File: src/hw/rtl/qbd_pkg.sv
package qbd_pkg;

  // Block format codes held in the format register.
  typedef enum logic [1:0] {
    FMT_Q4_0 = 2'd0,
    FMT_Q4_1 = 2'd1,
    FMT_Q5_0 = 2'd2,
    FMT_Q8_0 = 2'd3
  } fmt_e;

  localparam int unsigned BlockElements = 32;
  localparam int unsigned PosWidth      = $clog2(BlockElements);
  localparam int unsigned InDataWidth   = 320;
  localparam int unsigned OutDataWidth  = 40;

  // Values are kept as integers in units of 2^-24, the smallest half step.
  localparam int unsigned ProdWidth = 19;
  localparam int unsigned PFixWidth = 48;
  localparam int unsigned MFixWidth = 40;
  localparam int unsigned SumWidth  = 50;
  localparam int unsigned MagWidth  = 49;
  localparam int unsigned LeadWidth = 6;

  localparam logic [31:0] CanonNan = 32'h7FC0_0000;
  localparam logic [7:0]  ExpBase  = 8'd103;

  // Per-element bookkeeping that rides along the pipeline.
  typedef struct packed {
    logic [PosWidth-1:0] pos;
    logic                last;
    logic                row_end;
  } meta_t;

  // Special-case result and zero sign, settled early and carried to the end.
  typedef struct packed {
    logic        spec_valid;
    logic [31:0] spec_bits;
    logic        zsign;
    meta_t       meta;
  } tail_t;

  // Significand of a half value, as an integer in units of 2^-24 before shift.
  function automatic logic [10:0] half_sig(input logic [15:0] h);
    half_sig = (h[14:10] != 5'd0) ? {1'b1, h[9:0]} : {1'b0, h[9:0]};
  endfunction

  // Left shift that turns the significand into units of 2^-24.
  function automatic logic [4:0] half_shift(input logic [15:0] h);
    half_shift = (h[14:10] != 5'd0) ? (h[14:10] - 5'd1) : 5'd0;
  endfunction

  // Bit position of the leading one; zero for a zero input.
  function automatic logic [LeadWidth-1:0] lead_one(input logic [MagWidth-1:0] v);
    logic [LeadWidth-1:0] pos;
    pos = '0;
    for (int i = 0; i < MagWidth; i++) begin
      if (v[i]) pos = LeadWidth'(i);
    end
    lead_one = pos;
  endfunction

endpackage

File: src/hw/rtl/quantized_block_dequantizer.sv
// Quantized block dequantizer.
// The slave stream takes one 32-element quantized block per item: half scale,
// half offset, 32 fifth-bit flags and 32 code bytes in tdata, row end in tlast.
// The master stream gives one single-precision weight per item with its element
// index in tdata, tlast on element 31 and tuser on element 31 of a row's last
// block. The user must write the two-bit format register (Q4_0, Q4_1, Q5_0,
// Q8_0) through cfg_we_i only while the block is idle; no check enforces it.
// A block sits in an input buffer and, while the output is not stalled, issues
// one element per cycle into a six-register pipeline (code select, multiply,
// shift, add, magnitude, leading one search) ending in the output register,
// and results leave one per cycle under the same condition.
// The next block is accepted in the cycle its predecessor issues element 31.
// When the receiver deasserts tready while the output holds an item, the whole
// pipeline and the buffer hold, nothing is lost or repeated. Reset clears all
// valid bits, empties the buffer and sets the format to Q4_0.
module quantized_block_dequantizer (
  input  logic                                clk_i,
  input  logic                                rst_ni,
  input  logic                                cfg_we_i,
  input  logic [1:0]                          cfg_wdata_i,
  input  logic                                s_axis_tvalid_i,
  output logic                                s_axis_tready_o,
  // scale_bits, offset_bits, high_bits, codes_0, codes_1, codes_2, codes_3
  input  logic [qbd_pkg::InDataWidth-1:0]     s_axis_tdata_i,
  input  logic                                s_axis_tlast_i,
  output logic                                m_axis_tvalid_o,
  input  logic                                m_axis_tready_i,
  // value_bits, position, three zero bits
  output logic [qbd_pkg::OutDataWidth-1:0]    m_axis_tdata_o,
  output logic                                m_axis_tlast_o,
  output logic                                m_axis_tuser_o
);
  import qbd_pkg::*;

  logic en;

  // Format register.
  fmt_e fmt_q;
  always_ff @(posedge clk_i or negedge rst_ni) begin
    if (!rst_ni) begin
      fmt_q <= FMT_Q4_0;
    end else if (cfg_we_i) begin
      fmt_q <= fmt_e'(cfg_wdata_i);
    end
  end

  // Input buffer holding one block, with the element issue counter.
  logic                buf_valid_q;
  logic [PosWidth-1:0] cnt_q;
  logic [15:0]         scale_q, offset_q;
  logic [31:0]         high_q;
  logic [15:0][7:0]    bytes_lo_q, bytes_hi_q;
  logic                row_last_q;
  logic                issue, issue_end, s_acc;

  assign issue     = en && buf_valid_q;
  assign issue_end = issue && (cnt_q == PosWidth'(BlockElements - 1));
  assign s_axis_tready_o = !buf_valid_q || issue_end;
  assign s_acc     = s_axis_tvalid_i && s_axis_tready_o;

  always_ff @(posedge clk_i or negedge rst_ni) begin
    if (!rst_ni) begin
      buf_valid_q <= 1'b0;
      cnt_q       <= '0;
    end else if (s_acc) begin
      buf_valid_q <= 1'b1;
      cnt_q       <= '0;
    end else if (issue) begin
      cnt_q <= cnt_q + PosWidth'(1);
      if (issue_end) buf_valid_q <= 1'b0;
    end
  end

  always_ff @(posedge clk_i) begin
    if (s_acc) begin
      scale_q    <= s_axis_tdata_i[15:0];
      offset_q   <= s_axis_tdata_i[31:16];
      high_q     <= s_axis_tdata_i[63:32];
      bytes_lo_q <= s_axis_tdata_i[191:64];
      bytes_hi_q <= s_axis_tdata_i[319:192];
      row_last_q <= s_axis_tlast_i;
    end
  end

  // Stage 1: pick the code of the issued element and form its signed value.
  logic [7:0]        byte_lo, byte_hi, q8_byte;
  logic [3:0]        nib;
  logic signed [8:0] q_d;
  meta_t             meta_d;

  always_comb begin
    byte_lo = bytes_lo_q[cnt_q[3:0]];
    byte_hi = bytes_hi_q[cnt_q[3:0]];
    q8_byte = cnt_q[4] ? byte_hi : byte_lo;
    nib     = cnt_q[4] ? byte_lo[7:4] : byte_lo[3:0];
    unique case (fmt_q)
      FMT_Q4_0: q_d = $signed({5'd0, nib}) - 9'sd8;
      FMT_Q4_1: q_d = $signed({5'd0, nib});
      FMT_Q5_0: q_d = $signed({4'd0, high_q[cnt_q], nib}) - 9'sd16;
      FMT_Q8_0: q_d = {q8_byte[7], q8_byte};
      default:  q_d = '0;
    endcase
    meta_d.pos     = cnt_q;
    meta_d.last    = (cnt_q == PosWidth'(BlockElements - 1));
    meta_d.row_end = meta_d.last && row_last_q;
  end

  logic              p1_valid_q;
  logic signed [8:0] p1_q_q;
  logic              p1_q41_q;
  logic [15:0]       p1_scale_q, p1_offset_q;
  meta_t             p1_meta_q;

  always_ff @(posedge clk_i or negedge rst_ni) begin
    if (!rst_ni) begin
      p1_valid_q <= 1'b0;
    end else if (en) begin
      p1_valid_q <= buf_valid_q;
    end
  end

  always_ff @(posedge clk_i) begin
    if (issue) begin
      p1_q_q      <= q_d;
      p1_q41_q    <= (fmt_q == FMT_Q4_1);
      p1_scale_q  <= scale_q;
      p1_offset_q <= offset_q;
      p1_meta_q   <= meta_d;
    end
  end

  // Stage 2: integer product of scale significand and code magnitude,
  // plus the infinity, NaN and zero-sign cases.
  logic                 q_neg, q_zero, d_inf, d_nan, m_inf, m_nan;
  logic                 p_sign, p_inf, p_nan, r_nan, r_inf, r_isign;
  logic [7:0]           q_mag;
  logic [ProdWidth-1:0] prod_d;
  tail_t                tail2_d;

  always_comb begin
    q_neg   = p1_q_q[8];
    q_zero  = (p1_q_q == 9'sd0);
    q_mag   = q_neg ? 8'(-p1_q_q) : p1_q_q[7:0];
    prod_d  = ProdWidth'(half_sig(p1_scale_q)) * ProdWidth'(q_mag);
    d_inf   = (p1_scale_q[14:10] == 5'h1F) && (p1_scale_q[9:0] == 10'd0);
    d_nan   = (p1_scale_q[14:10] == 5'h1F) && (p1_scale_q[9:0] != 10'd0);
    m_inf   = p1_q41_q && (p1_offset_q[14:10] == 5'h1F) && (p1_offset_q[9:0] == 10'd0);
    m_nan   = p1_q41_q && (p1_offset_q[14:10] == 5'h1F) && (p1_offset_q[9:0] != 10'd0);
    p_sign  = p1_scale_q[15] ^ q_neg;
    p_nan   = d_nan || (d_inf && q_zero);
    p_inf   = d_inf && !q_zero;
    r_nan   = p_nan || m_nan || (p_inf && m_inf && (p_sign != p1_offset_q[15]));
    r_inf   = p_inf || m_inf;
    r_isign = p_inf ? p_sign : p1_offset_q[15];
    tail2_d.spec_valid = r_nan || r_inf;
    tail2_d.spec_bits  = r_nan ? CanonNan : {r_isign, 8'hFF, 23'd0};
    tail2_d.zsign      = p1_q41_q ? (p_sign && p1_offset_q[15]) : p_sign;
    tail2_d.meta       = p1_meta_q;
  end

  logic                 p2_valid_q;
  logic [ProdWidth-1:0] p2_prod_q;
  logic                 p2_psign_q, p2_q41_q;
  logic [4:0]           p2_dsh_q, p2_msh_q;
  logic [10:0]          p2_msig_q;
  logic                 p2_msign_q;
  tail_t                p2_tail_q;

  always_ff @(posedge clk_i or negedge rst_ni) begin
    if (!rst_ni) begin
      p2_valid_q <= 1'b0;
    end else if (en) begin
      p2_valid_q <= p1_valid_q;
    end
  end

  always_ff @(posedge clk_i) begin
    if (en) begin
      p2_prod_q  <= prod_d;
      p2_psign_q <= p_sign;
      p2_q41_q   <= p1_q41_q;
      p2_dsh_q   <= half_shift(p1_scale_q);
      p2_msh_q   <= half_shift(p1_offset_q);
      p2_msig_q  <= half_sig(p1_offset_q);
      p2_msign_q <= p1_offset_q[15];
      p2_tail_q  <= tail2_d;
    end
  end

  // Stage 3: scale both terms to units of 2^-24.
  logic                 p3_valid_q;
  logic [PFixWidth-1:0] p3_pfix_q;
  logic [MFixWidth-1:0] p3_mfix_q;
  logic                 p3_psign_q, p3_msign_q;
  tail_t                p3_tail_q;

  always_ff @(posedge clk_i or negedge rst_ni) begin
    if (!rst_ni) begin
      p3_valid_q <= 1'b0;
    end else if (en) begin
      p3_valid_q <= p2_valid_q;
    end
  end

  always_ff @(posedge clk_i) begin
    if (en) begin
      p3_pfix_q  <= PFixWidth'(p2_prod_q) << p2_dsh_q;
      p3_mfix_q  <= p2_q41_q ? (MFixWidth'(p2_msig_q) << p2_msh_q) : '0;
      p3_psign_q <= p2_psign_q;
      p3_msign_q <= p2_msign_q;
      p3_tail_q  <= p2_tail_q;
    end
  end

  // Stage 4: exact signed sum.
  logic signed [SumWidth-1:0] sp, sm;
  always_comb begin
    sp = p3_psign_q ? -$signed(SumWidth'(p3_pfix_q)) : $signed(SumWidth'(p3_pfix_q));
    sm = p3_msign_q ? -$signed(SumWidth'(p3_mfix_q)) : $signed(SumWidth'(p3_mfix_q));
  end

  logic                       p4_valid_q;
  logic signed [SumWidth-1:0] p4_sum_q;
  tail_t                      p4_tail_q;

  always_ff @(posedge clk_i or negedge rst_ni) begin
    if (!rst_ni) begin
      p4_valid_q <= 1'b0;
    end else if (en) begin
      p4_valid_q <= p3_valid_q;
    end
  end

  always_ff @(posedge clk_i) begin
    if (en) begin
      p4_sum_q  <= sp + sm;
      p4_tail_q <= p3_tail_q;
    end
  end

  // Stage 5: sign and magnitude.
  logic                p5_valid_q;
  logic [MagWidth-1:0] p5_mag_q;
  logic                p5_sign_q;
  tail_t               p5_tail_q;
  logic [SumWidth-1:0] abs_sum;

  assign abs_sum = p4_sum_q[SumWidth-1] ? SumWidth'(-p4_sum_q) : SumWidth'(p4_sum_q);

  always_ff @(posedge clk_i or negedge rst_ni) begin
    if (!rst_ni) begin
      p5_valid_q <= 1'b0;
    end else if (en) begin
      p5_valid_q <= p4_valid_q;
    end
  end

  always_ff @(posedge clk_i) begin
    if (en) begin
      p5_mag_q  <= abs_sum[MagWidth-1:0];
      p5_sign_q <= p4_sum_q[SumWidth-1];
      p5_tail_q <= p4_tail_q;
    end
  end

  // Stage 6: leading one search.
  logic                 p6_valid_q;
  logic [MagWidth-1:0]  p6_mag_q;
  logic [LeadWidth-1:0] p6_lead_q;
  logic                 p6_zero_q, p6_sign_q;
  tail_t                p6_tail_q;

  always_ff @(posedge clk_i or negedge rst_ni) begin
    if (!rst_ni) begin
      p6_valid_q <= 1'b0;
    end else if (en) begin
      p6_valid_q <= p5_valid_q;
    end
  end

  always_ff @(posedge clk_i) begin
    if (en) begin
      p6_mag_q  <= p5_mag_q;
      p6_lead_q <= lead_one(p5_mag_q);
      p6_zero_q <= (p5_mag_q == '0);
      p6_sign_q <= p5_sign_q;
      p6_tail_q <= p5_tail_q;
    end
  end

  // Output stage: normalize, round to nearest even and pack.
  logic [MagWidth-1:0]  norm;
  logic [LeadWidth-1:0] lz;
  logic                 rnd_inc;
  logic [23:0]          mant_r;
  logic [7:0]           exp_r;
  logic [31:0]          value_d;

  always_comb begin
    lz      = LeadWidth'(MagWidth - 1) - p6_lead_q;
    norm    = p6_mag_q << lz;
    rnd_inc = norm[24] && ((|norm[23:0]) || norm[25]);
    mant_r  = {1'b0, norm[47:25]} + 24'(rnd_inc);
    exp_r   = ExpBase + 8'(p6_lead_q) + 8'(mant_r[23]);
    if (p6_tail_q.spec_valid) begin
      value_d = p6_tail_q.spec_bits;
    end else if (p6_zero_q) begin
      value_d = {p6_tail_q.zsign, 31'd0};
    end else begin
      value_d = {p6_sign_q, exp_r, mant_r[22:0]};
    end
  end

  logic        out_valid_q;
  logic [31:0] out_value_q;
  meta_t       out_meta_q;

  assign en = !out_valid_q || m_axis_tready_i;

  always_ff @(posedge clk_i or negedge rst_ni) begin
    if (!rst_ni) begin
      out_valid_q <= 1'b0;
    end else if (en) begin
      out_valid_q <= p6_valid_q;
    end
  end

  always_ff @(posedge clk_i) begin
    if (en) begin
      out_value_q <= value_d;
      out_meta_q  <= p6_tail_q.meta;
    end
  end

  assign m_axis_tvalid_o = out_valid_q;
  assign m_axis_tdata_o  = {3'd0, out_meta_q.pos, out_value_q};
  assign m_axis_tlast_o  = out_meta_q.last;
  assign m_axis_tuser_o  = out_meta_q.row_end;

endmodule

File: config.mk
export PLATFORM = sky130hd
export DESIGN_NAME = quantized_block_dequantizer
export DESIGN_NICKNAME = d
export VERILOG_FILES = /design/src/hw/rtl/qbd_pkg.sv /design/src/hw/rtl/quantized_block_dequantizer.sv
export SDC_FILE = /design/constraint.sdc
export NUM_CORES = 2
export LEC_CHECK = 0
export ABC_AREA = 0
export BUFFER_PORTS_ARGS = -buffer_cell sky130_fd_sc_hd__buf_2
export CAP_MARGIN = 20
export CORE_UTILIZATION = 48
export DETAILED_ROUTE_END_ITERATION = 16
export PLACE_DENSITY_LB_ADDON = 0.12
export SETUP_SLACK_MARGIN = 0.1
export SLEW_MARGIN = 20
export SYNTH_ARGS = -nofsm -noshare
export SYNTH_HDL_FRONTEND = slang
export SYNTH_SLANG_ARGS = --single-unit
File: constraint.sdc
create_clock -name clk_i -period 53.3 [get_ports clk_i]
set_input_delay 2.665 -clock clk_i [delete_from_list [all_inputs] [get_ports clk_i]]
set_output_delay 2.665 -clock clk_i [all_outputs]
set_load 0.005 [all_outputs]
# Yosys cells after proc, flatten, opt, wreduce, memory -nomap -nowiden
# Cells that the tools add are included.
# classes
addsub,14
mul,1
magnitude_cmp,2
n_eq_ne,7
shifts,3
mux,72
bitwise_logic,1
reduce_logical,40
# ops
operator,count
$mux W6,30
$mux W50,2
$mux W5,18
$bmux W8 S4,2
$mux W32,2
$add A50 B50 Y50,1
$neg A40 Y50,1
$neg A48 Y50,1
$logic_not A49 Y1,1
$mux W49,1
$neg A49 Y49,1
$shl A49 B6 Y48,1
$shl A19 B5 Y48,1
$shl A11 B5 Y40,1
$pmux W9 S4,1
$mux W8,4
$add A23 B1 Y24,1
$reduce_or A24 Y1,1
$mux W23,1
$mux W11,2
$logic_not A10 Y1,2
$reduce_bool A10 Y1,2
$mul A11 B8 Y19,1
$reduce_or A17 Y1,1
other kinds (26),61
# totals
reg_bits,919
input_bits,328
out_inout_bits,44
wordCells,247

# Logic depth before layout (Yosys ltp)
# logic_depth
depth_word,47
ltp_mapped,24
mapped_depth_nobuf,24

# Least setup slack after synthesis
# No wires, ideal clock.
# synth_timing
kind,input -> register
start,input m_axis_tready_i
end,register bytes_hi_q[0] in the netlist's numbering (enable)
setup_time_ns,1.112
arrival_time_ns,30.113
required_time_ns,52.188
path_slack_ns,22.076
stages,4
path_buffers,1
cell_sequence,nand2b_1 > clkbuf_1 > nand2_1 > a21oi_1
# synth_between
elab_chain_cells,5
# synth_rtl
element,line_no,source
"start, declared",quantized_block_dequantizer.sv:27,"input logic m_axis_tready_i,"
$logic_or A1 B1 Y1,quantized_block_dequantizer.sv:318,assign en = !out_valid_q || m_axis_tready_i;
via en,quantized_block_dequantizer.sv:35,logic en;
$logic_and A1 B1 Y1,quantized_block_dequantizer.sv:56,assign issue = en && buf_valid_q;
$logic_and A1 B1 Y1,quantized_block_dequantizer.sv:57,assign issue_end = issue && (cnt_q == PosWidth'(BlockElements - 1));
$logic_or A1 B1 Y1,quantized_block_dequantizer.sv:58,assign s_axis_tready_o = !buf_valid_q || issue_end;
$logic_and A1 B1 Y1,quantized_block_dequantizer.sv:59,assign s_acc = s_axis_tvalid_i && s_axis_tready_o;
via s_acc,quantized_block_dequantizer.sv:54,"logic issue, issue_end, s_acc;"
"end signal, assigned",quantized_block_dequantizer.sv:80,bytes_hi_q <= s_axis_tdata_i[319:192];
"end, declared",quantized_block_dequantizer.sv:52,"logic [15:0][7:0] bytes_lo_q, bytes_hi_q;"
# The timed path passes the listed nets, and every way through them passes these cells.
# A chain may end at the register's enable or synchronous reset.

# Worst setup path in the final report
# layout_timing
start,input m_axis_tready_i
end,register bytes_lo_q[14] in the netlist's numbering (enable)
# layout_between
elab_chain_cells,5
# layout_rtl
element,line_no,source
$logic_or A1 B1 Y1,quantized_block_dequantizer.sv:318,
$logic_and A1 B1 Y1,quantized_block_dequantizer.sv:56,
$logic_and A1 B1 Y1,quantized_block_dequantizer.sv:57,
$logic_or A1 B1 Y1,quantized_block_dequantizer.sv:58,
$logic_and A1 B1 Y1,quantized_block_dequantizer.sv:59,
via s_acc,quantized_block_dequantizer.sv:54,
"end signal, assigned",quantized_block_dequantizer.sv:79,bytes_lo_q <= s_axis_tdata_i[191:64];
"end, declared",quantized_block_dequantizer.sv:52,
# The timed path passes the listed nets, and every way through them passes these cells.

==> qor.txt <==
RUN STATUS
--------------------------------------------------------------------------------
Status                                                              finished, final reports clean

TIMING
--------------------------------------------------------------------------------
Unrepaired setup endpoints after global routing                               no
Final count of pins violating max slew                                         0
Final critical path time including I/O delays and setup                  6.83 ns
Max-slew headroom at the worst pin                                         27.7%
Hold Vio Cnt, Final                                                            0
Worst-case clock skew                                                  0.0542 ns
Transition time of the tightest slew-check pin                           1.08 ns
Period Utilization, post-route                                             12.8%
Maximum clock rate                                                       146 MHz
Number of failing setup endpoints in the final timing report                   0
Setup TNS after final layout                                                0 ns

YOSYS
--------------------------------------------------------------------------------
Most used DFF post-synth                                                edfxtp_1
EDFF count, synth                                                            752
Share of the yosys chip area belonging to registers                        56.3%
Yosys reg bits                                                               767
Synthesized area                                                     0.0407 mm^2
Number of synthesis warnings                                                   0
Cell types occupying the most area after synthesis                  edfxtp_1, mux4_2, xnor2_1
Synth top area share                                                       55.4%
Dominant cell type by area after synthesis                              edfxtp_1
Number of different library cells in the post-synthesis netlist               90
Number of instances in the synthesized netlist                             3,066
Post-synthesis area per instance                                       13.3 um^2
Share of synthesized flip-flops with an asynchronous set or reset          1.96%

CLOCK NETWORK
--------------------------------------------------------------------------------
Maximum clock insertion buffer count                                           3
Number of clock buffers inserted by TritonCTS                                 84
Post-CTS setup buffer count                                                    0
Hold_buf cts                                                                   0
CTS tree                                                                    done
Clock sink count                                                             767
Root cell of the clock tree                                            clkbuf_16
Clock network latency to the later pin of the worst-skew pair            0.66 ns
Reg clk slew, reported paths                                             0.05 ns
Number of levels in the clock H-tree                                           3
Count of instances resized after the clock tree is built                       0

MIN PATH
--------------------------------------------------------------------------------
Hold crit path type                                                 flip-flop to flip-flop
HP Start                                                            p2_tail_q[6]$_DFFE_PN_
Worst Hold End                                                      p3_tail_q[6]$_DFFE_PN_
Hold-critical path depth                                                       0

WORST SETUP PATH
--------------------------------------------------------------------------------
Data arrival, critical path                                              7.06 ns
Nature of the critical path endpoint                                   flip-flop
Crit start category                                                   input port
Worst-case reg-to-reg path depth                                              21
Reg-to-Reg Start                                                    p1_q_q[0]$_DFFE_PP_
Reg2Reg Capture Point                                               p2_prod_q[17]$_DFFE_PN_
Critical setup path kind                                            input port to flip-flop
Launch point of the critical path                                   m_axis_tready_i
Crit Path Max Fanout                                                          82
Critical path data required time                                        53.53 ns
Slack of the worst reg-to-reg path                                      46.70 ns

PLACED DESIGN
--------------------------------------------------------------------------------
Gp weighted congestion                                                     0.951
HPWL after detailed placement                                            75.9 mm
Area after detailed placement                                        0.0437 mm^2
Number of input and output port buffers inserted                             368

PWR
--------------------------------------------------------------------------------
Worst voltage drop across the vdd grid                                  0.178 mV
Share of power burned in the clock network                                 19.4%
Combinational Power Share                                                  50.0%
Proportion of total power due to net switching                             40.3%
Sequential share of power                                                  30.6%
Cell Pwr Density                                                    63.9 mW/mm^2
Internal power summed over all cells                                   0.00178 W
Leak pwr                                                                 17.1 nW
Net switching component of the power                                   0.00120 W

GRT
--------------------------------------------------------------------------------
Global-route wire length before repair                                    152 mm
Global route total overflow                                                    0
Routing usage on met2                                                      38.4%
Routing usage on met1                                                      29.7%
GR Layer Usage met3                                                        4.56%
Pin count of the biggest net entering global routing                         206
Busiest layer in global routing                                             met2
Combined global-route utilization of all metal layers                      23.1%
Via count of the first global-routing pass                                26,771
Initial antenna violation count                                               35

DIE
--------------------------------------------------------------------------------
FP Rows                                                                      106
Area enclosed by the die boundary                                    0.0861 mm^2
I/O pin total                                                                372
Horizontal die dimension                                                  293 um
Area of the core                                                     0.0838 mm^2
Y dimension of the die                                                    293 um
Initial cell density of the core                                           48.6%

ROUTING
--------------------------------------------------------------------------------
Number of remaining DRC errors                                                 0
Count of TritonRoute iterations in the first routing pass                      5
Antenna-violating nets left                                                    0
Post-detailed-route via-to-cell ratio                                       5.70
Count of vias placed by the detailed router                               26,496
Drt wl/cell                                                              21.4 um
Routed wire length                                                       99.6 mm
Initial DRC Count                                                          1,842

JOB
--------------------------------------------------------------------------------
Max-capacitance violation count                                                0

CELLS AND AREA
--------------------------------------------------------------------------------
Final layout net count                                                     3,905
Layout filler cell count                                                   6,959
Growth of design area from synthesis to finish                             14.4%
Fin area                                                             0.0466 mm^2
Layout cell share with drive strength beyond 1                             21.9%

[stage by stage]
stage,util [%],hold WS [ns],total power (W),std cells,worst slack [ns]
4_1_cts,55.5,0.384,0.00298,4616,46.47
3_3_place_gp,52.2,0.401,0.00237,4465,46.04
6_report,55.6,0.375,0.00298,4647,46.47
3_5_place_dp,52.2,0.405,0.00238,4465,45.79
2_1_floorplan,-,0.400,0.00197,3068,22.08
5_1_grt,55.6,0.374,0.00319,4638,46.11
[area by class of cell]
cell class	count	area, um^2	share of cell area (%)
Clock buffer	112	2230	4.78
Sequential cell	767	23000	49.3
Antenna cell	30	75.1	0.161
Inverter	139	522	1.12
Clock inverter	39	562	1.20
Multi-Input combinational cell	2030	16800	36.0
Timing Repair Buffer	396	2080	4.47
Tap cell	1134	1420	3.04
[worst max-delay path by stage]
stage	end	slack, ns	depth (start not counted)
floorplan	bytes_hi_q[0]$_DFFE_PP_	22.08	4
global placement	bytes_hi_q[42]$_DFFE_PP_	46.04	7
detailed placement	bytes_hi_q[25]$_DFFE_PP_	45.79	7
CTS	bytes_lo_q[44]$_DFFE_PP_	46.47	7
global route	bytes_lo_q[6]$_DFFE_PP_	46.11	7
finish	bytes_lo_q[14]$_DFFE_PP_	46.47	7
[critical path: stages]
cell and delay [ns]:
buf_2 0.08, nand2b_4 0.63, nand2_1 0.24, a21oi_4 0.64
buf_4 0.89, buf_4 0.89, buf_4 0.79
[power groups by stage]
stage / clock, W / sequential [W] / combinational (W)
2_1_floorplan: 0 / 0.000892 / 0.00108
3_3_place_gp: 0 / 0.000917 / 0.00145
4_1_cts: 0.000591 / 0.000910 / 0.00148
3_5_place_dp: 0 / 0.000921 / 0.00146
6_report: 0.000579 / 0.000911 / 0.00149
5_1_grt: 0.000615 / 0.000922 / 0.00166
[per-layer routing]
metal  share of wire [%]  up-vias  routed length, um
met4                 3.2        8               3170
li1                    -    12427                  -
met2                  49      868              48400
met3                 6.7      186               6700
met5               0.042        -                 42
met1                  41    13007              41300
[cells in the final DEF (no fill, tap or decap), drive strengths merged, types with 47 or more instances in the layout]
cell type	n
fa	55
and2	64
o31ai	47
nand3	50
xnor2	164
nor2	205
edfxtp	752
buf	396
a21oi	114
inv	141
nor3	63
mux2i	81
nand2	247
clkbuf	112
o21ai	110
mux4	148
ha	104
xor2	48
[flip-flops by register name, summed over array words and instances, names as in the netlist, 32 cells and up]
| name | cells |
|---|---|
| p4_sum_q | 50 |
| p5_mag_q | 49 |
| bytes_hi_q | 128 |
| p3_mfix_q | 40 |
| p6_mag_q | 48 |
| bytes_lo_q | 128 |
| p3_pfix_q | 48 |
| high_q | 32 |
| out_value_q | 32 |
[synth_stat cells, types with 45 or more instances]
master and number:
inv_1 136, nand2_1 246, o31ai_1 45, fa_1 55
o21ai_0 110, nor3_1 63, nand3_1 50, xor2_1 48
a21oi_1 114, ha_1 104, clkbuf_1 81, mux2_2 45
nor2_1 203, edfxtp_1 752, and2_1 64, xnor2_1 164
mux4_2 148, mux2i_1 81
[logic make-up after synthesis]
kind of cell / synth area share [%]
AOI/OAI and AO/OA: 8.33
DFF: 56.3
other: 0.00920
muxes: 11.4
buffers and inverters: 2.69
and+or+nand+nor: 10.8
xor gates and xnor gates: 4.56
adders and majority gates: 5.90
(Power assumes the default switching activity.)
